File: config.mk
export PLATFORM = sky130hd
export DESIGN_NAME = mrp_split_cell
export DESIGN_NICKNAME = d
export VERILOG_FILES = /design/src/rtl/mrp_pkg.sv /design/src/rtl/mrp_split_cell.sv
export VERILOG_INCLUDE_DIRS = /design/src /design/src/rtl
export SDC_FILE = /design/constraint.sdc
export NUM_CORES = 1
export LEC_CHECK = 0
export BUFFER_PORTS_ARGS = -buffer_cell sky130_fd_sc_hd__buf_2
export CORE_ASPECT_RATIO = 0.6
export CORE_MARGIN = 3
export CORE_UTILIZATION = 60
export DETAILED_ROUTE_END_ITERATION = 7
export GPL_TIMING_DRIVEN = 1
export PLACE_DENSITY = 0.84
export SYNTH_ARGS = -nofsm -noshare
export SYNTH_HDL_FRONTEND = slang
export SYNTH_SLANG_ARGS = --single-unit
File: constraint.sdc
create_clock -name clk -period 9.6 [get_ports clk]
set_input_delay 0.48 -clock clk [delete_from_list [all_inputs] [get_ports clk]]
set_output_delay 0.48 -clock clk [all_outputs]
set_load 0.005 [all_outputs]
File: src/rtl/assert_macros.svh
// Assertion macros shared by the permuter RTL.
// Plain text macros only; included by the modules that carry assertions.
`ifndef ASSERT_MACROS_SVH
`define ASSERT_MACROS_SVH

// Same-cycle implication, disabled during reset
`define ASSERT_IMPL(lbl, clk, rst_n, ante, cons, msg) \
  lbl: assert property (@(posedge clk) disable iff (!rst_n) (ante) |-> (cons)) \
    else $error(msg);

// Next-cycle implication, disabled during reset
`define ASSERT_NEXT(lbl, clk, rst_n, ante, cons, msg) \
  lbl: assert property (@(posedge clk) disable iff (!rst_n) (ante) |=> (cons)) \
    else $error(msg);

`endif

File: src/rtl/mrp_pkg.sv
// Shared types, widths, register codes and reciprocal table for the permuter.
// No dependencies; used by every module of the block.
package mrp_pkg;

  localparam int IDX_W              = 16;
  localparam int DIGIT_W            = 4;
  localparam int ORDER_W            = 3;
  localparam int RADIX_SLOTS        = 8;
  localparam int COUNT_W            = 4;
  localparam int LANES              = 2;
  localparam int DEFAULT_MAX_DIGITS = 8;
  localparam int INDEX_BITS         = 16;

  // Configuration port
  localparam int CFG_IDX_W  = 2;
  localparam int CFG_DATA_W = 32;
  localparam logic [CFG_IDX_W-1:0] REG_DIGIT_COUNT = 2'd0;
  localparam logic [CFG_IDX_W-1:0] REG_RADIX_TABLE = 2'd1;
  localparam logic [CFG_IDX_W-1:0] REG_DIGIT_ORDER = 2'd2;

  // Reciprocal divide: q = (x * ceil(2^RECIP_SHIFT / r)) >> RECIP_SHIFT, exact for
  // 16-bit x and r up to 16
  localparam int RECIP_SHIFT = 20;
  localparam int RECIP_W     = 21;
  localparam int PROD_W      = IDX_W + RECIP_W;

  typedef logic [RECIP_W-1:0] recip_t;

  // Indexed by radix minus one
  localparam recip_t RECIP [RADIX_SLOTS*2] = '{
    21'd1048576, 21'd524288, 21'd349526, 21'd262144,
    21'd209716,  21'd174763, 21'd149797, 21'd131072,
    21'd116509,  21'd104858, 21'd95326,  21'd87382,
    21'd80660,   21'd74899,  21'd69906,  21'd65536
  };

  // Output wrap: weighted sum is kept modulo 2^min(INDEX_BITS, IDX_W)
  localparam int KEEP_BITS = (INDEX_BITS < IDX_W) ? INDEX_BITS : IDX_W;
  localparam logic [IDX_W-1:0] OUT_MASK = IDX_W'((64'd1 << KEEP_BITS) - 64'd1);

  typedef struct packed {
    logic [COUNT_W-1:0]               n_used;
    logic [RADIX_SLOTS*DIGIT_W-1:0]   radix;
    logic [RADIX_SLOTS*ORDER_W-1:0]   order;
  } cfg_t;

endpackage

File: src/rtl/mrp_split_cell.sv
// Digit split cell: peels one mixed-radix digit off the row and column quotients.
// Two register stages (reciprocal multiply, remainder). Uses mrp_pkg, assert_macros.svh.
`include "assert_macros.svh"

module mrp_split_cell #(
  parameter int MAX_DIGITS = mrp_pkg::DEFAULT_MAX_DIGITS,
  parameter int POS        = 0
) (
  input  logic                                                       clk,
  input  logic                                                       rst_n,
  input  mrp_pkg::cfg_t                                              cfg,
  input  logic                                                       in_valid,
  output logic                                                       in_ready,
  input  logic [mrp_pkg::LANES-1:0][mrp_pkg::IDX_W-1:0]              in_quo,
  input  logic [mrp_pkg::LANES-1:0][MAX_DIGITS-1:0][mrp_pkg::DIGIT_W-1:0] in_digits,
  output logic                                                       out_valid,
  input  logic                                                       out_ready,
  output logic [mrp_pkg::LANES-1:0][mrp_pkg::IDX_W-1:0]              out_quo,
  output logic [mrp_pkg::LANES-1:0][MAX_DIGITS-1:0][mrp_pkg::DIGIT_W-1:0] out_digits
);

  localparam int LANES   = mrp_pkg::LANES;
  localparam int IDX_W   = mrp_pkg::IDX_W;
  localparam int DIGIT_W = mrp_pkg::DIGIT_W;
  localparam int PROD_W  = mrp_pkg::PROD_W;

  logic               act;
  logic [DIGIT_W-1:0] r_m1;

  logic                                            a_valid_r;
  logic                                            a_act_r;
  logic [DIGIT_W-1:0]                              a_rm1_r;
  logic [LANES-1:0][IDX_W-1:0]                     a_quo_r;
  logic [LANES-1:0][MAX_DIGITS-1:0][DIGIT_W-1:0]   a_dig_r;
  logic [LANES-1:0][PROD_W-1:0]                    a_prod_r;
  logic                                            a_ready;

  logic                                            b_valid_r;
  logic [LANES-1:0][IDX_W-1:0]                     b_quo_r;
  logic [LANES-1:0][MAX_DIGITS-1:0][DIGIT_W-1:0]   b_dig_r;
  logic                                            b_ready;

  logic [DIGIT_W:0]                                r_full;
  logic [LANES-1:0][IDX_W-1:0]                     q;
  logic [LANES-1:0][IDX_W-1:0]                     rem;
  logic [LANES-1:0][IDX_W-1:0]                     b_quo_nxt;
  logic [LANES-1:0][MAX_DIGITS-1:0][DIGIT_W-1:0]   b_dig_nxt;

  // Per-cell view of the configuration
  assign act  = (mrp_pkg::COUNT_W'(POS) < cfg.n_used);
  assign r_m1 = cfg.radix[POS*DIGIT_W +: DIGIT_W];

  // Stage A: multiply by the radix reciprocal
  assign a_ready = !a_valid_r || b_ready;

  always_ff @(posedge clk) begin
    if (!rst_n) begin
      a_valid_r <= 1'b0;
    end else if (a_ready) begin
      a_valid_r <= in_valid;
    end
  end

  always_ff @(posedge clk) begin
    if (in_valid && a_ready) begin
      a_act_r <= act;
      a_rm1_r <= r_m1;
      a_quo_r <= in_quo;
      a_dig_r <= in_digits;
      for (int l = 0; l < LANES; l++) begin
        a_prod_r[l] <= PROD_W'(in_quo[l]) * PROD_W'(mrp_pkg::RECIP[r_m1]);
      end
    end
  end

  // Stage B: quotient, remainder and digit insert
  assign b_ready = !b_valid_r || out_ready;
  assign r_full  = {1'b0, a_rm1_r} + (DIGIT_W+1)'(1);

  always_comb begin
    b_dig_nxt = a_dig_r;
    for (int l = 0; l < LANES; l++) begin
      q[l]   = a_prod_r[l][mrp_pkg::RECIP_SHIFT +: IDX_W];
      rem[l] = a_quo_r[l] - IDX_W'(q[l] * IDX_W'(r_full));
      b_quo_nxt[l] = a_act_r ? q[l] : a_quo_r[l];
      if (a_act_r) begin
        b_dig_nxt[l][POS] = rem[l][DIGIT_W-1:0];
      end
    end
  end

  always_ff @(posedge clk) begin
    if (!rst_n) begin
      b_valid_r <= 1'b0;
    end else if (b_ready) begin
      b_valid_r <= a_valid_r;
    end
  end

  always_ff @(posedge clk) begin
    if (a_valid_r && b_ready) begin
      b_quo_r <= b_quo_nxt;
      b_dig_r <= b_dig_nxt;
    end
  end

  assign in_ready   = a_ready;
  assign out_valid  = b_valid_r;
  assign out_quo    = b_quo_r;
  assign out_digits = b_dig_r;

  // Reciprocal divide must leave a remainder below the radix
  `ASSERT_IMPL(a_rem_row_lt_radix, clk, rst_n, a_valid_r && a_act_r,
    rem[0] <= IDX_W'(a_rm1_r), "split cell: row remainder not below radix")
  `ASSERT_IMPL(a_rem_col_lt_radix, clk, rst_n, a_valid_r && a_act_r,
    rem[1] <= IDX_W'(a_rm1_r), "split cell: column remainder not below radix")
  // A blocked stage A word must stay put
  `ASSERT_NEXT(a_hold_on_block, clk, rst_n, a_valid_r && !b_ready,
    a_valid_r && $stable(a_quo_r) && $stable(a_prod_r), "split cell: stage A word lost")

endmodule

# After elaboration in Yosys (flattened, before gate mapping)
# Memories as Yosys holds them, arrays and structs flattened.
# Cells that the tools add are included.
# word_totals
in_bits	160
output_inout_bits	98
n_memories	1
ff_bits	271
elab_cells	65
rom_bits	336
# classes
reduce_logical	6
bitwise	1
magnitude_cmp	2
mul	4
add_sub_neg	3
mux	6
# memory_table
memory	words	width	read_ports	rd_ports_with_merged_regs	wr	line_no	text
(no name shown)	16	21	1	0	0	mrp_split_cell.sv:71	a_prod_r[l] <= PROD_W'(in_quo[l]) * PROD_W'(mrp_pkg::RECIP[r_m1]);
# op_table
operator	n
16-bit by 21-bit multiplier with 36-bit output	2
21-bit two-way mux	2
16-bit by 5-bit multiplier with 4-bit output	2
16-bit two-way mux	2
4-bit two-way mux	2
4-bit subtractor	2
4-bit by 1-bit adder with 5-bit output, second input constant	1
5-bit greater-or-equal comparator, second input constant	1
4-bit inverter with 5-bit output	1
1-bit by 4-bit less-than comparator with 1-bit output, first input constant	1
1-bit logical AND	2
1-bit zero test	2
1-bit logical OR	2

# Longest topological paths before layout
# logic_depth
ltp_word	5
mapped_depth	28
depth_no_buf	27

# Worst setup path after synthesis
# No wires, ideal clock.
# synth_path
kind	in2reg
startpoint	in cfg[25] (netlist bit)
endpoint	reg a_prod_r[35] (netlist bit), data pin
setup_ps	261
path_slack_ps	2385
t_arrival_ps	6954
cell_stages	27
path_cell_list	clkbuf_1 -> inv_1 -> ha_1 -> or2_2 -> mux2i_1 -> clkbuf_1 -> nand2_1 -> fa_1 -> inv_1 -> fa_1 -> inv_1 -> fa_1 -> inv_1 -> fa_1 -> fa_1 -> inv_1 -> fa_1 -> inv_1 -> ha_1 -> and3_1 -> nand3_1 -> a211oi_1 -> o211ai_1 -> nor3b_1 -> and2b_1 -> a21oi_1 -> o311a_1
# synth_between
elab_chain_cells	5
# synth_rtl
element	line_no	text
from (decl)	mrp_split_cell.sv:11	input mrp_pkg::cfg_t cfg,
4-bit inverter with 5-bit output (not written as such)	mrp_split_cell.sv:71	
memory read 16 x 21 bit	-	
21-bit two-way mux (2 in a row)	-	
16-bit by 21-bit multiplier with 36-bit output	mrp_split_cell.sv:71	
to (signal, indexed assignment)	mrp_split_cell.sv:71	
to (decl)	mrp_split_cell.sv:35	logic [LANES-1:0][PROD_W-1:0] a_prod_r;
# Every way passes these cells. The select of a mux whose other input is x is not followed.
# A chain may end at the register's enable or synchronous reset.

# Worst setup path in the final report
# layout_path
startpoint	in cfg[25] (netlist bit)
endpoint	reg a_prod_r[69] (netlist bit), data pin
# layout_between
elab_chain_cells	5
# layout_rtl
element	line_no
4-bit inverter with 5-bit output (not written as such)	mrp_split_cell.sv:71
memory read 16 x 21 bit	-
21-bit two-way mux (not written as such) (2 in a row)	mrp_split_cell.sv:71
16-bit by 21-bit multiplier with 36-bit output	mrp_split_cell.sv:71
# Every way passes these cells. The select of a mux whose other input is x is not followed.

==> results.json <==
{
  "cts_tree": "built",
  "swShare": 0.495,
  "cp-end-kind": "flop",
  "tightest_slew_ns": 1.43,
  "async_flop_share": 0,
  "drt-pass1-iter-count": 6,
  "synth_top_family_by_area": "adder cells",
  "cts_buffer_depth": 3,
  "seq_area_mm2": 0.00692,
  "yosys_warnings": 0,
  "cts.clk_slew.worst_paths_ns": 0.07,
  "hold_path_depth": 1,
  "setup_tns_ns": 0,
  "crit_path_start_kind": "input pin",
  "period_share": 0.883,
  "holdCritStartpoint": "in_digits[38]",
  "wl_per_cell_um": 21.9,
  "rsz0062_at_grt": "false",
  "p_clk_frac": 0.102,
  "core_area_mm2": 0.0472,
  "place_area_mm2": 0.0308,
  "grt_pass1_vias": 22580,
  "cts_buffers": 23,
  "slew_viol_final": 0,
  "grt_usage": 0.314,
  "final_cell_mix": "inv_1, fa_1, nand2_1, edfxtp_1, ha_1",
  "antenna_found_initial": 5,
  "yosys.area_share.simple": 0.132,
  "hold_viol_final": 0,
  "ff2ff_path_depth": 11,
  "p_switching_w": 0.00463,
  "setup_viol": 0,
  "num_vias": 20757,
  "p_total_w": 0.00936,
  "htree_num_levels": 1,
  "drv_cap": 0,
  "hp-class": "input pin to flop",
  "combPwrFrac": 0.738,
  "fmax_mhz": 118,
  "grt_pass1_wl_um": 124000,
  "slew-limit-headroom": 0.0455,
  "start_util": 0.618,
  "ios": 258,
  "fill_cells": 3468,
  "grt_overflow": 0,
  "cts_setup_buffers": 0,
  "dieArea_mm2": 0.0513,
  "nNetsFinal": 3849,
  "clk_latency_ns": 0.55,
  "syn_inst": 2804,
  "synthAdderAreaFrac": 0.461,
  "grt_max_degree": 73,
  "multiInputGateArea_mm2": 0.0195,
  "drive_gt1_frac": 0.117,
  "cp.arrival_ns": 8.75,
  "drt_wl_total_um": 78300,
  "synth_fp_nets": 3720,
  "drt_iter0_drc": 2057,
  "syn_area_mm2": 0.0291,
  "synth.distinct_cells": 68,
  "leakage_nw": 15.4,
  "power_density_mw_per_mm2": 296,
  "min_to": "a_dig_r[38]",
  "place.gp.congestion": 0.954,
  "cts_root_buf": "clkbuf_16",
  "worstSetupPathType": "input pin to flop",
  "final_common_cell": "inv_1",
  "fin_skew_ns": 0.0292,
  "design_area_mm2": 0.0316,
  "viasPerCell": 5.80,
  "layoutNonFillerInstCount": 3580,
  "synthToLayoutAreaGrowth_pct": 8.59,
  "hpwl_um": 59000,
  "yosys_most_used_dff": "edfxtp_1",
  "cts.sinks": 231,
  "required_ns": 9.87,
  "path_max_fanout": 22,
  "peakVddDrop_v": 0.000324,
  "synth_seq_cells": 231,
  "synth-edff-count": 229,
  "synth-seq-area-share": 0.237,
  "drc": 0,
  "syn_area_per_cell_um2": 10.4,
  "synth_xor_area_frac": 0.0195,
  "dp_cells": 3538,
  "power.internal_w": 0.00473,
  "post_cts_resized": 0,
  "r2r-end": "out_digits[3]",
  "r2r_slack_ns": 6.11,
  "hold_slack_ns": 0.104,
  "muxShareOfSynthArea": 0.0153,
  "status": "finished, final reports clean",
  "postRouteAntennaNets": 0,
  "seq_power_share": 0.160,
  "die_w_um": 291,
  "std_cell_rows": 61,
  "port_buffers": 205,
  "postCtsHoldBufs": 0,
  "synth_compound_area_frac": 0.0375,
  "die_h_um": 177,
  "min_period_ns": 8.48,
  "r2r_start": "a_rm1_r[0]"
}
-- layer usage --
metal,vias to the layer above,track usage,part of all wire
met4,4,0.0843,0.031
li1,8824,-,-
met1,10392,0.428,0.38
met5,-,0,0.00034
met3,212,0.123,0.15
met2,1325,0.474,0.44
-- power by group through the flow --
stage	Sequential (W)	Combinational, W	Clock, W
global route	0.00151	0.00772	0.00101
finish	0.00150	0.00691	0.000957
global placement	0.00151	0.00650	0
floorplan	0.00150	0.00475	0
detailed placement	0.00152	0.00669	0
CTS	0.00150	0.00675	0.000971
-- stage by stage --
stage | utilization | setup slack (ns)
3_3_place_gp | 0.654 | 1.08
5_1_grt | 0.671 | 0.889
4_1_cts | 0.671 | 1.46
2_1_floorplan | - | 2.38
6_report | 0.671 | 1.12
3_5_place_dp | 0.654 | 0.895
-- area by class of cell --
| class | count | share of cell area |
|---|---|---|
| clock buffers | 26 | 0.0185 |
| inverters | 614 | 0.0728 |
| well taps | 630 | 0.0249 |
| repair buffers | 242 | 0.0420 |
| multi-input cells | 1821 | 0.617 |
| clock inverters | 15 | 0.00656 |
| diodes | 1 | 0.0000791 |
| flip-flops and latches | 231 | 0.219 |
-- critical path, stage by stage --
cell,delay (ns)
buf_2,0.25
inv_1,0.26
ha_1,0.93
nand2_1,0.34
o22ai_4,0.75
and2_1,0.26
fa_1,0.44
fa_1,0.50
ha_1,0.14
inv_1,0.05
fa_1,0.49
inv_1,0.06
fa_1,0.53
inv_1,0.05
fa_1,0.48
inv_1,0.05
ha_1,0.28
nand2_1,0.10
a211o_1,0.21
o221a_2,0.36
nand2_1,0.08
a311oi_1,0.62
o21ai_0,0.18
buf_4,0.18
a221oi_1,0.31
xnor2_1,0.33
-- kinds of logic after synthesis --
logic type,count (synthesis)
mux,38
fa+ha+maj,756
flops,231
simple gates,800
buf+inv,752
xor+xnor,65
compound gates,162
-- Yosys cell counts, types with 3 or more instances --
library cell | count | share of area
xnor2_1 | 47 | 0.014
a211o_1 | 7 | 0.0021
mux2i_1 | 3 | 0.0010
a221oi_1 | 3 | 0.00090
a22o_1 | 3 | 0.00090
clkbuf_1 | 133 | 0.017
nand2b_1 | 8 | 0.0017
fa_1 | 530 | 0.36
o211ai_1 | 4 | 0.0010
a311oi_1 | 3 | 0.00090
and2_1 | 221 | 0.047
nand2_1 | 396 | 0.051
a21o_1 | 25 | 0.0064
nand4_1 | 7 | 0.0015
nand3_1 | 38 | 0.0065
mux2_2 | 33 | 0.013
nor2_1 | 47 | 0.0061
a21oi_1 | 46 | 0.0079
edfxtp_1 | 229 | 0.24
ha_1 | 226 | 0.097
o21ai_0 | 24 | 0.0041
inv_1 | 612 | 0.079
a31oi_1 | 5 | 0.0011
nor3_1 | 9 | 0.0015
xor2_1 | 18 | 0.0054
o21ai_1 | 4 | 0.00069
and3_1 | 48 | 0.010
o21a_1 | 7 | 0.0018
buf_2 | 3 | 0.00052
nor2b_1 | 12 | 0.0026
a211oi_1 | 5 | 0.0013
-- sequential cells by signal, summed over array words and instances, names as in the netlist --
name and flops:
a_rm1_r 4, out_digits 64, a_dig_r 64, out_valid 1
out_quo 32, a_prod_r 32, a_valid_r 1, a_quo_r 32
a_act_r 1
-- worst max path at each step --
stage,startpoint,to,slack [ns],cells after the start
floorplan,cfg[25],a_prod_r[35],2.38,27
global placement,cfg[25],a_prod_r[35],1.08,27
detailed placement,cfg[25],a_prod_r[69],0.89,26
CTS,cfg[25],a_prod_r[35],1.46,27
global route,cfg[25],a_prod_r[69],0.89,26
finish,cfg[25],a_prod_r[69],1.12,26
(Power assumes the default switching activity.)
