**config.mk**
```make
export PLATFORM = sky130hd
export DESIGN_NAME = mrp_place_cell
export DESIGN_NICKNAME = d
export VERILOG_FILES = /design/src/rtl/mrp_pkg.sv /design/src/rtl/mrp_place_cell.sv
export VERILOG_INCLUDE_DIRS = /design/src /design/src/rtl
export SDC_FILE = /design/constraint.sdc
export NUM_CORES = 1
export LEC_CHECK = 0
export BUFFER_PORTS_ARGS = -buffer_cell sky130_fd_sc_hd__buf_2
export CAP_MARGIN = 20
export CORE_UTILIZATION = 39
export CTS_CLUSTER_SIZE = 30
export DETAILED_ROUTE_END_ITERATION = 10
export GPL_TIMING_DRIVEN = 0
export HOLD_SLACK_MARGIN = 0.05
export PLACE_DENSITY = 0.66
export SETUP_SLACK_MARGIN = 0.3
export SLEW_MARGIN = 25
export SYNTH_ARGS = -nofsm -noshare
export SYNTH_HDL_FRONTEND = slang
export SYNTH_SLANG_ARGS = --single-unit
```
**constraint.sdc**
```tcl
create_clock -name clk -period 10.05 [get_ports clk]
set_clock_uncertainty 0.05 [all_clocks]
set_input_delay 1.5075 -clock clk [delete_from_list [all_inputs] [get_ports clk]]
set_output_delay 1.5075 -clock clk [all_outputs]
set_load 0.1 [all_outputs]
```
**src/rtl/assert_macros.svh**
```systemverilog
// Assertion macros shared by the permuter RTL.
// Plain text macros only; included by the modules that carry assertions.
`ifndef ASSERT_MACROS_SVH
`define ASSERT_MACROS_SVH

// Same-cycle implication, disabled during reset
`define ASSERT_IMPL(lbl, clk, rst_n, ante, cons, msg) \
  lbl: assert property (@(posedge clk) disable iff (!rst_n) (ante) |-> (cons)) \
    else $error(msg);

// Next-cycle implication, disabled during reset
`define ASSERT_NEXT(lbl, clk, rst_n, ante, cons, msg) \
  lbl: assert property (@(posedge clk) disable iff (!rst_n) (ante) |=> (cons)) \
    else $error(msg);

`endif

```
**src/rtl/mrp_pkg.sv**
```systemverilog
// Shared types, widths, register codes and reciprocal table for the permuter.
// No dependencies; used by every module of the block.
package mrp_pkg;

  localparam int IDX_W              = 16;
  localparam int DIGIT_W            = 4;
  localparam int ORDER_W            = 3;
  localparam int RADIX_SLOTS        = 8;
  localparam int COUNT_W            = 4;
  localparam int LANES              = 2;
  localparam int DEFAULT_MAX_DIGITS = 8;
  localparam int INDEX_BITS         = 16;

  // Configuration port
  localparam int CFG_IDX_W  = 2;
  localparam int CFG_DATA_W = 32;
  localparam logic [CFG_IDX_W-1:0] REG_DIGIT_COUNT = 2'd0;
  localparam logic [CFG_IDX_W-1:0] REG_RADIX_TABLE = 2'd1;
  localparam logic [CFG_IDX_W-1:0] REG_DIGIT_ORDER = 2'd2;

  // Reciprocal divide: q = (x * ceil(2^RECIP_SHIFT / r)) >> RECIP_SHIFT, exact for
  // 16-bit x and r up to 16
  localparam int RECIP_SHIFT = 20;
  localparam int RECIP_W     = 21;
  localparam int PROD_W      = IDX_W + RECIP_W;

  typedef logic [RECIP_W-1:0] recip_t;

  // Indexed by radix minus one
  localparam recip_t RECIP [RADIX_SLOTS*2] = '{
    21'd1048576, 21'd524288, 21'd349526, 21'd262144,
    21'd209716,  21'd174763, 21'd149797, 21'd131072,
    21'd116509,  21'd104858, 21'd95326,  21'd87382,
    21'd80660,   21'd74899,  21'd69906,  21'd65536
  };

  // Output wrap: weighted sum is kept modulo 2^min(INDEX_BITS, IDX_W)
  localparam int KEEP_BITS = (INDEX_BITS < IDX_W) ? INDEX_BITS : IDX_W;
  localparam logic [IDX_W-1:0] OUT_MASK = IDX_W'((64'd1 << KEEP_BITS) - 64'd1);

  typedef struct packed {
    logic [COUNT_W-1:0]               n_used;
    logic [RADIX_SLOTS*DIGIT_W-1:0]   radix;
    logic [RADIX_SLOTS*ORDER_W-1:0]   order;
  } cfg_t;

endpackage

```
**src/rtl/mrp_place_cell.sv**
```systemverilog
// Digit place cell: adds one operator-order digit into the row and column sums.
// One register stage; carries the running weight. Uses mrp_pkg, assert_macros.svh.
`include "assert_macros.svh"

module mrp_place_cell #(
  parameter int MAX_DIGITS = mrp_pkg::DEFAULT_MAX_DIGITS,
  parameter int POS        = 0
) (
  input  logic                                                       clk,
  input  logic                                                       rst_n,
  input  mrp_pkg::cfg_t                                              cfg,
  input  logic                                                       in_valid,
  output logic                                                       in_ready,
  input  logic [mrp_pkg::LANES-1:0][mrp_pkg::IDX_W-1:0]              in_acc,
  input  logic [mrp_pkg::IDX_W-1:0]                                  in_weight,
  input  logic [mrp_pkg::LANES-1:0][MAX_DIGITS-1:0][mrp_pkg::DIGIT_W-1:0] in_digits,
  input  logic                                                       in_oor,
  output logic                                                       out_valid,
  input  logic                                                       out_ready,
  output logic [mrp_pkg::LANES-1:0][mrp_pkg::IDX_W-1:0]              out_acc,
  output logic [mrp_pkg::IDX_W-1:0]                                  out_weight,
  output logic [mrp_pkg::LANES-1:0][MAX_DIGITS-1:0][mrp_pkg::DIGIT_W-1:0] out_digits,
  output logic                                                       out_oor
);

  localparam int LANES   = mrp_pkg::LANES;
  localparam int IDX_W   = mrp_pkg::IDX_W;
  localparam int DIGIT_W = mrp_pkg::DIGIT_W;
  localparam int ORDER_W = mrp_pkg::ORDER_W;

  logic                          act;
  logic [ORDER_W-1:0]            q;
  logic                          use_q;
  logic [DIGIT_W-1:0]            rsel_m1;
  logic [DIGIT_W:0]              rsel;
  logic [LANES-1:0][DIGIT_W-1:0] d;

  logic [LANES-1:0][IDX_W-1:0]                   acc_nxt;
  logic [IDX_W-1:0]                              weight_nxt;

  logic                                          valid_r;
  logic [LANES-1:0][IDX_W-1:0]                   acc_r;
  logic [IDX_W-1:0]                              weight_r;
  logic [LANES-1:0][MAX_DIGITS-1:0][DIGIT_W-1:0] dig_r;
  logic                                          oor_r;
  logic                                          ready;

  // Canonical position carried by this operator position
  assign act   = (mrp_pkg::COUNT_W'(POS) < cfg.n_used);
  assign q     = cfg.order[POS*ORDER_W +: ORDER_W];
  assign use_q = act && (mrp_pkg::COUNT_W'(q) < cfg.n_used);

  // Pick the radix and digits of that position
  always_comb begin
    rsel_m1 = '0;
    d       = '0;
    for (int k = 0; k < mrp_pkg::RADIX_SLOTS; k++) begin
      if (ORDER_W'(k) == q) begin
        rsel_m1 = cfg.radix[k*DIGIT_W +: DIGIT_W];
      end
    end
    for (int k = 0; k < MAX_DIGITS; k++) begin
      if (ORDER_W'(k) == q && use_q) begin
        for (int l = 0; l < LANES; l++) begin
          d[l] = in_digits[l][k];
        end
      end
    end
  end

  assign rsel = {1'b0, rsel_m1} + (DIGIT_W+1)'(1);

  // Accumulate digit times weight, advance the weight
  always_comb begin
    for (int l = 0; l < LANES; l++) begin
      acc_nxt[l] = in_acc[l] + IDX_W'(in_weight * IDX_W'(d[l]));
    end
    weight_nxt = use_q ? IDX_W'(in_weight * IDX_W'(rsel)) : in_weight;
  end

  assign ready = !valid_r || out_ready;

  always_ff @(posedge clk) begin
    if (!rst_n) begin
      valid_r <= 1'b0;
    end else if (ready) begin
      valid_r <= in_valid;
    end
  end

  always_ff @(posedge clk) begin
    if (in_valid && ready) begin
      acc_r    <= acc_nxt;
      weight_r <= weight_nxt;
      dig_r    <= in_digits;
      oor_r    <= in_oor;
    end
  end

  assign in_ready   = ready;
  assign out_valid  = valid_r;
  assign out_acc    = acc_r;
  assign out_weight = weight_r;
  assign out_digits = dig_r;
  assign out_oor    = oor_r;

  // A blocked word must stay put
  `ASSERT_NEXT(p_hold_on_block, clk, rst_n, valid_r && !out_ready,
    valid_r && $stable(acc_r) && $stable(oor_r), "place cell: word lost under stall")

endmodule
```
* After elaboration in Yosys (flattened, before gate mapping)
Cells that the tools add are included.
Storage, ports and cells: bits in registers 114, bits in latches 0, bits in writable memories 0, ROM bits 0, input bits 177, logic and storage cells 66, memories kept 0
Cells by class: add/sub/neg operators 3, multipliers 3, div/mod/pow operators 0, $lt $le $gt $ge 2, equal/unequal tests 7, shifts and indexed selects 0, mux-type cells 17, bitwise logic cells 0, reductions and logical operators 13
Operator list (count):
- 8-bit two-way mux | 8
- 16-bit adder | 2
- 16-bit by 4-bit multiplier with 16-bit output | 2
- 4-bit two-way mux | 8
- 16-bit by 5-bit multiplier with 16-bit output | 1
- 16-bit two-way mux | 1
- 3-bit == test, first input constant | 4
- 1-bit logical AND | 10
- 2-bit by 3-bit == test with 1-bit output, first input constant | 2
- 4-bit by 1-bit adder with 5-bit output, second input constant | 1
- 1-bit by 4-bit less-than comparator with 1-bit output, first input constant | 1
- 3-bit by 4-bit less-than comparator with 1-bit output | 1
- 1-bit by 3-bit == test with 1-bit output, first input constant | 1
- 3-bit logical NOT | 1
- 1-bit logical NOT | 1
- 1-bit logical OR | 1

* Logic depth before layout (Yosys ltp)
Gate-level depths: netlist (run 1).
depth after elaboration 13, depth in mapped cells 29, gate-level depth less buffers 24

* Least setup slack after synthesis (run 1)
OpenSTA, ideal clock, no wires.
path kind input -> register, from input port cfg[1] (netlist bit), to register weight_r[15] (netlist: out_weight[15]) (data pin), library setup time 260 ps, data arrival time 7262 ps, required time 9740 ps, slack 2478 ps, stages on the path 26, path buffers 5, cell sequence buf_2 > clkbuf_1 > buf_2 > nor2b_1 > o2bb2ai_1 > o21ai_1 > a22o_1 > clkbuf_1 > inv_1 > ha_1 > xor2_1 > clkbuf_1 > nand2_1 > fa_1 > fa_1 > fa_1 > inv_1 > ha_1 > o21a_1 > a2111oi_0 > o21ai_0 > a41oi_1 > o21ai_0 > o211a_1 > o21ai_1 > nand3_1
On the way: word-level cells in the longest chain between the ends 12
Ends and longest elaborated chain:
- start: declaration | RTL line mrp_place_cell.sv:11 | input mrp_pkg::cfg_t cfg,
- 3-bit logical NOT | RTL line mrp_place_cell.sv:58 | if (ORDER_W'(k) == q) begin
- 4-bit two-way mux (8 in series) | RTL line mrp_place_cell.sv:58
- 4-bit by 1-bit adder with 5-bit output | RTL line mrp_place_cell.sv:71 | assign rsel = {1'b0, rsel_m1} + (DIGIT_W+1)'(1);
- 16-bit by 5-bit multiplier with 16-bit output | RTL line mrp_place_cell.sv:78 | weight_nxt = use_q ? IDX_W'(in_weight * IDX_W'(rsel)) : in_weight;
- 16-bit two-way mux (*) | RTL line mrp_place_cell.sv:78
- via weight_nxt[15] | RTL line mrp_place_cell.sv:39 | logic [IDX_W-1:0] weight_nxt;
- end signal: assignment | RTL line mrp_place_cell.sv:94 | weight_r <= weight_nxt;
- end: declaration | RTL line mrp_place_cell.sv:43 | logic [IDX_W-1:0] weight_r;
The timed path passes the listed nets; every way through them passes the cells marked *. A chain may end at the register's enable or synchronous reset.

* Worst setup path in the final report (run 1)
Same ends and word-level chain as after synthesis.

==> results of run 1 <==
state kept, by name, summed over array words and instances, names as in the netlist:
name / flops
out_acc: 32
out_digits: 64
out_oor: 1
out_valid: 1
out_weight: 16
critical path: cells and delay by family:
family,cells,cell delay (ns)
AOI/OAI and AO/OA,11,3.16
adders and majority gates,5,1.93
buffers and inverters,9,1.89
and+or+nand+nor,4,0.48
cells in the final DEF, fill, tap and decap left out, types with 8 or more instances in the layout:
| cell type | synthesis | layout |
|---|---|---|
| sky130_fd_sc_hd__buf_2 | 3 | 270 |
| sky130_fd_sc_hd__inv_1 | 197 | 197 |
| sky130_fd_sc_hd__edfxtp_1 | 113 | 113 |
| sky130_fd_sc_hd__fa_1 | 111 | 111 |
| sky130_fd_sc_hd__and2_1 | 84 | 83 |
| sky130_fd_sc_hd__nand2_1 | 73 | 73 |
| sky130_fd_sc_hd__nor2b_1 | 64 | 64 |
| sky130_fd_sc_hd__ha_1 | 59 | 59 |
| sky130_fd_sc_hd__a21oi_1 | 40 | 40 |
| sky130_fd_sc_hd__clkbuf_1 | 31 | 32 |
| sky130_fd_sc_hd__xnor2_1 | 31 | 31 |
| sky130_fd_sc_hd__nor2_1 | 30 | 30 |
| sky130_fd_sc_hd__o21ai_0 | 21 | 21 |
| sky130_fd_sc_hd__xor2_1 | 18 | 18 |
| sky130_fd_sc_hd__clkbuf_16 | 0 | 17 |
| sky130_fd_sc_hd__nor3_1 | 12 | 12 |
| sky130_fd_sc_hd__a21o_1 | 11 | 11 |
| sky130_fd_sc_hd__nand2b_1 | 10 | 10 |
| sky130_fd_sc_hd__nand3_1 | 9 | 9 |
| sky130_fd_sc_hd__a211oi_1 | 8 | 8 |
| sky130_fd_sc_hd__o21bai_1 | 8 | 8 |
layer usage:
metal	share of wire, %	vias to the layer above	global-route usage [%]
li1	-	4036	-
met1	43	4112	29.4
met2	47	341	36.9
met3	6.6	73	4.63
met4	3.3	4	10.0
met5	0.071	-	0
through the flow:
| step | hold WS [ns] | cells | util [%] | setup slack, ns | instance area [µm²] |
|---|---|---|---|---|---|
| after global placement | 0.454 | 1660 | 46.4 | 0.908 | 12500 |
| after floorplan | 1.56 | 1052 | - | 2.48 | 10800 |
| after CTS | 0.488 | 1694 | 48.9 | 1.28 | 13200 |
| after global routing | 0.529 | 1697 | 48.9 | 0.556 | 13200 |
| after detailed placement | 0.477 | 1662 | 46.6 | 0.880 | 12600 |
| final | 0.491 | 1698 | 48.9 | 1.18 | 13200 |
path summary, 6_finish.rpt:
check	to	cells past startpoint	from
worst max register to register	out_weight[14]	3	out_valid
worst min-delay path	out_valid	2	out_valid
worst min register to register	out_valid	2	out_valid
worst max-delay path	out_weight[15]	29	cfg[1]
report_power, final:
| part | internal [mW] | switching [mW] |
|---|---|---|
| Clock | 0.394 | 0.260 |
| Sequential | 0.705 | 0.0242 |
| Combinational | 0.726 | 1.60 |
area by class of cell:
cell class / instances / area [µm²] / area share [%]
Buffer: 38 / 155 / 1.17
Clock buffer: 18 / 429 / 3.25
Inverter: 198 / 743 / 5.62
Tap cell: 341 / 427 / 3.23
Antenna cell: 4 / 10.0 / 0.0758
Sequential cell: 114 / 3410 / 25.8
Timing Repair Buffer: 269 / 1380 / 10.5
Clock inverter: 14 / 180 / 1.36
Multi-Input combinational cell: 702 / 6470 / 49.0
cell families (layout without fill, tap and decap cells):
kind of cell,count (synthesis),after routing,share of synthesized area [%]
mux,15,15,2.25
xor+xnor,52,52,4.61
buf+inv,236,537,8.33
other cells,0,4,0
compound gates,158,158,10.3
simple gates,307,307,15.4
flops,114,114,31.7
fa+ha+maj,170,170,27.5
==> summary.md, run 1 <==
## Die
• 39.9% — effective utilization at floorplan
• 60 — Rows
• 0.0283 mm² — area of the die
• 168 µm — width of the die
• 0.0270 mm² — core outline area
• 292 — IO Count
• 168 µm — vertical extent of the die

## Timing
• 0.113 GHz — upper clock frequency limit
• 0.781 ns — Worst Tran Pin Value
• 47.6% — Slew Limit Headroom
• 0 — Setup Viol. Count Final
• 0 — count of endpoints failing hold in the final timing report
• false — setup repair after global routing missed its margin
• 88.2% — post-route clock period utilization
• 0 — fin. max-slew vios
• 0 ns — final sum of negative setup slack
• 8.87 ns — shortest period the worst path allows

## Final layout
• 1687 — number of nets in the layout
• 24.2% — fraction of layout cells with a size suffix above 1
• 2559 — Filler Cell Count
• 22.6% — Area growth syn-to-layout

## Detailed routing
• 6 — number of iterations in the first detailed-routing pass
• 5.04 — Via-to-Cell Ratio
• 499 — detailed router's first-iteration violation count
• 18.3 µm — Routed wire per std cell
• 0 — remaining antenna violation count
• 0 — drc violations
• 8566 — count of vias placed by the detailed router
• 31100 µm — wire length reported by the detailed router

## Global routing
• 6 — antenna violations before repair
• 48500 µm — first-pass GRT wire length
• 0 — total congestion overflow after global routing
• 22.8% — aggregate global-route resource usage
• 52 — maximum number of pins on one net before global-route repair
• 8709 — number of global-route vias before repair

## Synthesis
• 0% — Async S/R FF share, synth
• 113 — EDFF count, synth
• sky130_fd_sc_hd__edfxtp_1, sky130_fd_sc_hd__fa_1, sky130_fd_sc_hd__inv_1 — top post-synthesis cells by area
• sky130_fd_sc_hd__inv_1, sky130_fd_sc_hd__edfxtp_1, sky130_fd_sc_hd__fa_1, sky130_fd_sc_hd__and2_1, sky130_fd_sc_hd__nand2_1 — most common library cells after synthesis
• 68 — number of unique standard cell types used by synthesis
• 1052 — number of standard cells after synthesis
• 0.0108 mm² — netlist area before placement
• sky130_fd_sc_hd__edfxtp_1 — Synth Flop Type
• 1399 — Post-Syn Nets
• sky130_fd_sc_hd__edfxtp_1 — most area-hungry cell type in the Yosys netlist
• 10.2 µm² — post-synthesis average cell area
• 0 — Warnings, synthesis
• 114 — synthesized flop and latch total
• sky130_fd_sc_hd__inv_1 — most numerous cell in the Yosys netlist
• 31.7% — sequential area share after synthesis
• 31.5% — area fraction of the dominant cell type after synthesis

## Power
• 3.71 mW — overall power
• 281 mW/mm² — power density over the cells
• 0.152 mV — Worst IR Drop VDD
• 6.25 nW — leakage

## Placement
• 0.896 — Routability Congestion
• 25000 µm — detailed placer's ending HPWL
• 267 — number of port buffers

## Hold path
• reg2reg — worst hold path class

## Worst setup path
• flip-flop — kind of end point of the critical path
• sky130_fd_sc_hd__a2111oi_0 — cell with the largest stage delay on the worst path
• 0.71 ns — CP max stage delay
• 10 — crit path max fanout
• 10.15 ns — worst path required time
• 8.97 ns — data arrival time of the critical path
• input pin — Worst setup SP type
• in2reg — critical path class
• 8.45 ns — reg-to-reg slack, setup

## Clocking
• 2 — number of buffers on the longest clock path
• 114 — Clock Sinks
• sky130_fd_sc_hd__clkbuf_16 — master cell of the clock root buffer
• 0.06 ns — clock transition at the registers of the reported paths
• 17 — Num CTS Buffers
• 0.42 ns — worst-skew pair later-pin latency
• 4 — CTS H-tree lvls
• 0 — number of buffers added to fix hold violations after cts
• 0 — cells resized by post-CTS repair
• done — clock tree from TritonCTS
• 0 — setup fix buffers added after clock tree synthesis

## Run
• 0 — max-cap viol count

## Run status
• finished clean — run status

Note: power is estimated with default switching activity, not from simulation.
==> run 2, diff against run 1 <==
Settings changed: PLACE_DENSITY 0.66 to 0.69.
Clock period 10.05 ns to 7.45 ns, I/O delays scaled along.
==> summary.md, run 2 (synthesis results as in run 1) <==
## Detailed routing
• 0 — drc violations, unchanged
• 18.1 µm — Routed wire per std cell, -1.2%
• 5 — number of iterations in the first detailed-routing pass, -1
• 0 — remaining antenna violation count, unchanged
• 5.06 — Via-to-Cell Ratio, +0.28%
• 596 — detailed router's first-iteration violation count, +19%
• 31000 µm — wire length reported by the detailed router, -0.34%
• 8661 — count of vias placed by the detailed router, +1.1%

## Die
• 168 µm — width of the die, unchanged
• 292 — IO Count, unchanged
• 39.9% — effective utilization at floorplan, unchanged
• 60 — Rows, unchanged
• 0.0283 mm² — area of the die, unchanged
• 168 µm — vertical extent of the die, unchanged
• 0.0270 mm² — core outline area, unchanged

## Clocking
• 2 — number of buffers on the longest clock path, unchanged
• 0.06 ns — clock transition at the registers of the reported paths, about the same
• 0.42 ns — worst-skew pair later-pin latency, about the same
• 114 — Clock Sinks, unchanged
• sky130_fd_sc_hd__clkbuf_16 — master cell of the clock root buffer
• 4 — CTS H-tree lvls, unchanged
• 17 — Num CTS Buffers, unchanged
• 0 — number of buffers added to fix hold violations after cts, unchanged
• done — clock tree from TritonCTS

## Global routing
• 0 — total congestion overflow after global routing, unchanged
• 54 — maximum number of pins on one net before global-route repair, +3.8%
• 8885 — number of global-route vias before repair, +2.0%
• 1 — antenna violations before repair, -5
• 22.6% — aggregate global-route resource usage, -0.12 points
• 48600 µm — first-pass GRT wire length, +0.30%

## Power
• 6.43 nW — leakage, +2.9%
• 380 mW/mm² — power density over the cells, +35%
• 0.258 mV — Worst IR Drop VDD, +70%
• 5.15 mW — overall power, +39%

## Worst setup path
• 6.96 ns — data arrival time of the critical path, -2.01 ns
• 7.58 ns — worst path required time, -2.57 ns
• in2reg — critical path class
• 10 — crit path max fanout, unchanged
• input pin — Worst setup SP type
• flip-flop — kind of end point of the critical path

## Placement
• 0.866 — Routability Congestion, -3.4%
• 0.0126 mm² — DP Area, about the same
• 24500 µm — detailed placer's ending HPWL, -1.8%
• -1.44 ns — setup slack after placement, -2.32 ns
• 1662 — # placed instances, unchanged
• 267 — number of port buffers, unchanged

## Final layout
• 1712 — non-filler instance count after layout, +0.82%
• 1704 — number of nets in the layout, +1.0%
• 0.0136 mm² — Final Instance Area, +2.6%
• 25.7% — Area growth syn-to-layout
• sky130_fd_sc_hd__buf_2, sky130_fd_sc_hd__inv_1, sky130_fd_sc_hd__edfxtp_1 — most frequent cells in the layout
• 2502 — Filler Cell Count, -2.2%
• 27.2% — fraction of layout cells with a size suffix above 1, +3.0 points
• 64 — flip-flop count of the largest register after layout, unchanged
• sky130_fd_sc_hd__buf_2 — most common cell after layout, fill and taps aside

## Hold path
• reg2reg — worst hold path class

## Timing
• true — setup repair after global routing missed its margin
• 0 — Setup Viol. Count Final, unchanged
• 0.732 ns — Worst Tran Pin Value, -0.0496 ns
• 0.617 ns — setup slack after layout, -0.565 ns
• 51.2% — Slew Limit Headroom, +3.6 points
• 0 — fin. max-slew vios, unchanged
• 0.146 GHz — upper clock frequency limit
• 6.83 ns — shortest period the worst path allows
• 91.7% — post-route clock period utilization
• 0 ns — final sum of negative setup slack, unchanged
• 0 — count of endpoints failing hold in the final timing report, unchanged

## Run
• 0 — max-cap viol count, unchanged

## Run status
• finished clean — run status

==> run 2: metrics by stage <==
stage / util (%) / hold slack (ns)
floorplan: - / 1.17
global placement: 46.4 / 0.463
detailed placement: 46.6 / 0.514
global route: 50.1 / 0.569
finish: 50.1 / 0.539
CTS: 49.6 / 0.537
==> run 2: what timing repair did <==
item	CTS	global route
hold endpoints to repair	0	0
cloned	0	0
pin swaps	3	7
resized for setup	26	22
buffers inserted	6	11
endpoints found under the setup margin	10	9
==> run 2: path summary, 6_finish.rpt <==
kind | start | depth (start not counted) | end | slack, ns
worst max-delay path | cfg[1] | 28 | out_weight[14] | 0.62
worst min-delay path | out_valid | 2 | out_valid | 0.54
worst max register to register | out_valid | 3 | out_weight[9] | 5.87
worst min register to register | out_valid | 2 | out_valid | 0.54
==> run 2: critical path, stage by stage <==
cell	delay, ns
sky130_fd_sc_hd__buf_2	0.11
sky130_fd_sc_hd__clkbuf_4	0.18
sky130_fd_sc_hd__buf_4	0.19
sky130_fd_sc_hd__buf_6	0.16
sky130_fd_sc_hd__nor2b_1	0.13
sky130_fd_sc_hd__o2bb2ai_1	0.13
sky130_fd_sc_hd__o21ai_1	0.10
sky130_fd_sc_hd__a22o_2	0.28
sky130_fd_sc_hd__clkbuf_4	0.20
sky130_fd_sc_hd__inv_1	0.08
sky130_fd_sc_hd__ha_1	0.21
sky130_fd_sc_hd__nand2_1	0.10
sky130_fd_sc_hd__a311oi_4	0.37
sky130_fd_sc_hd__clkbuf_8	0.21
sky130_fd_sc_hd__nand2_1	0.06
sky130_fd_sc_hd__fa_1	0.53
sky130_fd_sc_hd__fa_1	0.44
sky130_fd_sc_hd__fa_1	0.50
sky130_fd_sc_hd__inv_1	0.04
sky130_fd_sc_hd__ha_1	0.34
sky130_fd_sc_hd__a21o_1	0.13
sky130_fd_sc_hd__a21oi_1	0.10
sky130_fd_sc_hd__o21bai_1	0.18
sky130_fd_sc_hd__a21oi_2	0.09
sky130_fd_sc_hd__o21bai_1	0.27
sky130_fd_sc_hd__a211oi_2	0.13
sky130_fd_sc_hd__or3_1	0.36
sky130_fd_sc_hd__a31o_2	0.24
==> run 2: where the power goes <==
| part | switching (mW) | internal [mW] |
|---|---|---|
| logic | 2.21 | 1.02 |
| registers | 0.0333 | 0.952 |
| clock network | 0.346 | 0.600 |
==> run 2: final cells by class <==
class	instances	area (µm²)	area share, %
sequential	114	3410	25.2
clock buffer	18	429	3.17
clock inverter	14	228	1.68
buffer	38	195	1.44
inverter	198	743	5.48
multi-input combinational	702	6600	48.7
tap	341	427	3.15
antenna	1	2.50	0.0185
timing repair buffer	286	1510	11.2
==> run 2: routing by layer <==
metal,routed length [µm],global-route usage (%),vias to the layer above
met5,0,0,-
met4,778,7.83,0
met3,1760,3.17,47
met2,15100,37.6,306
met1,13400,30.3,4246
li1,-,-,4062
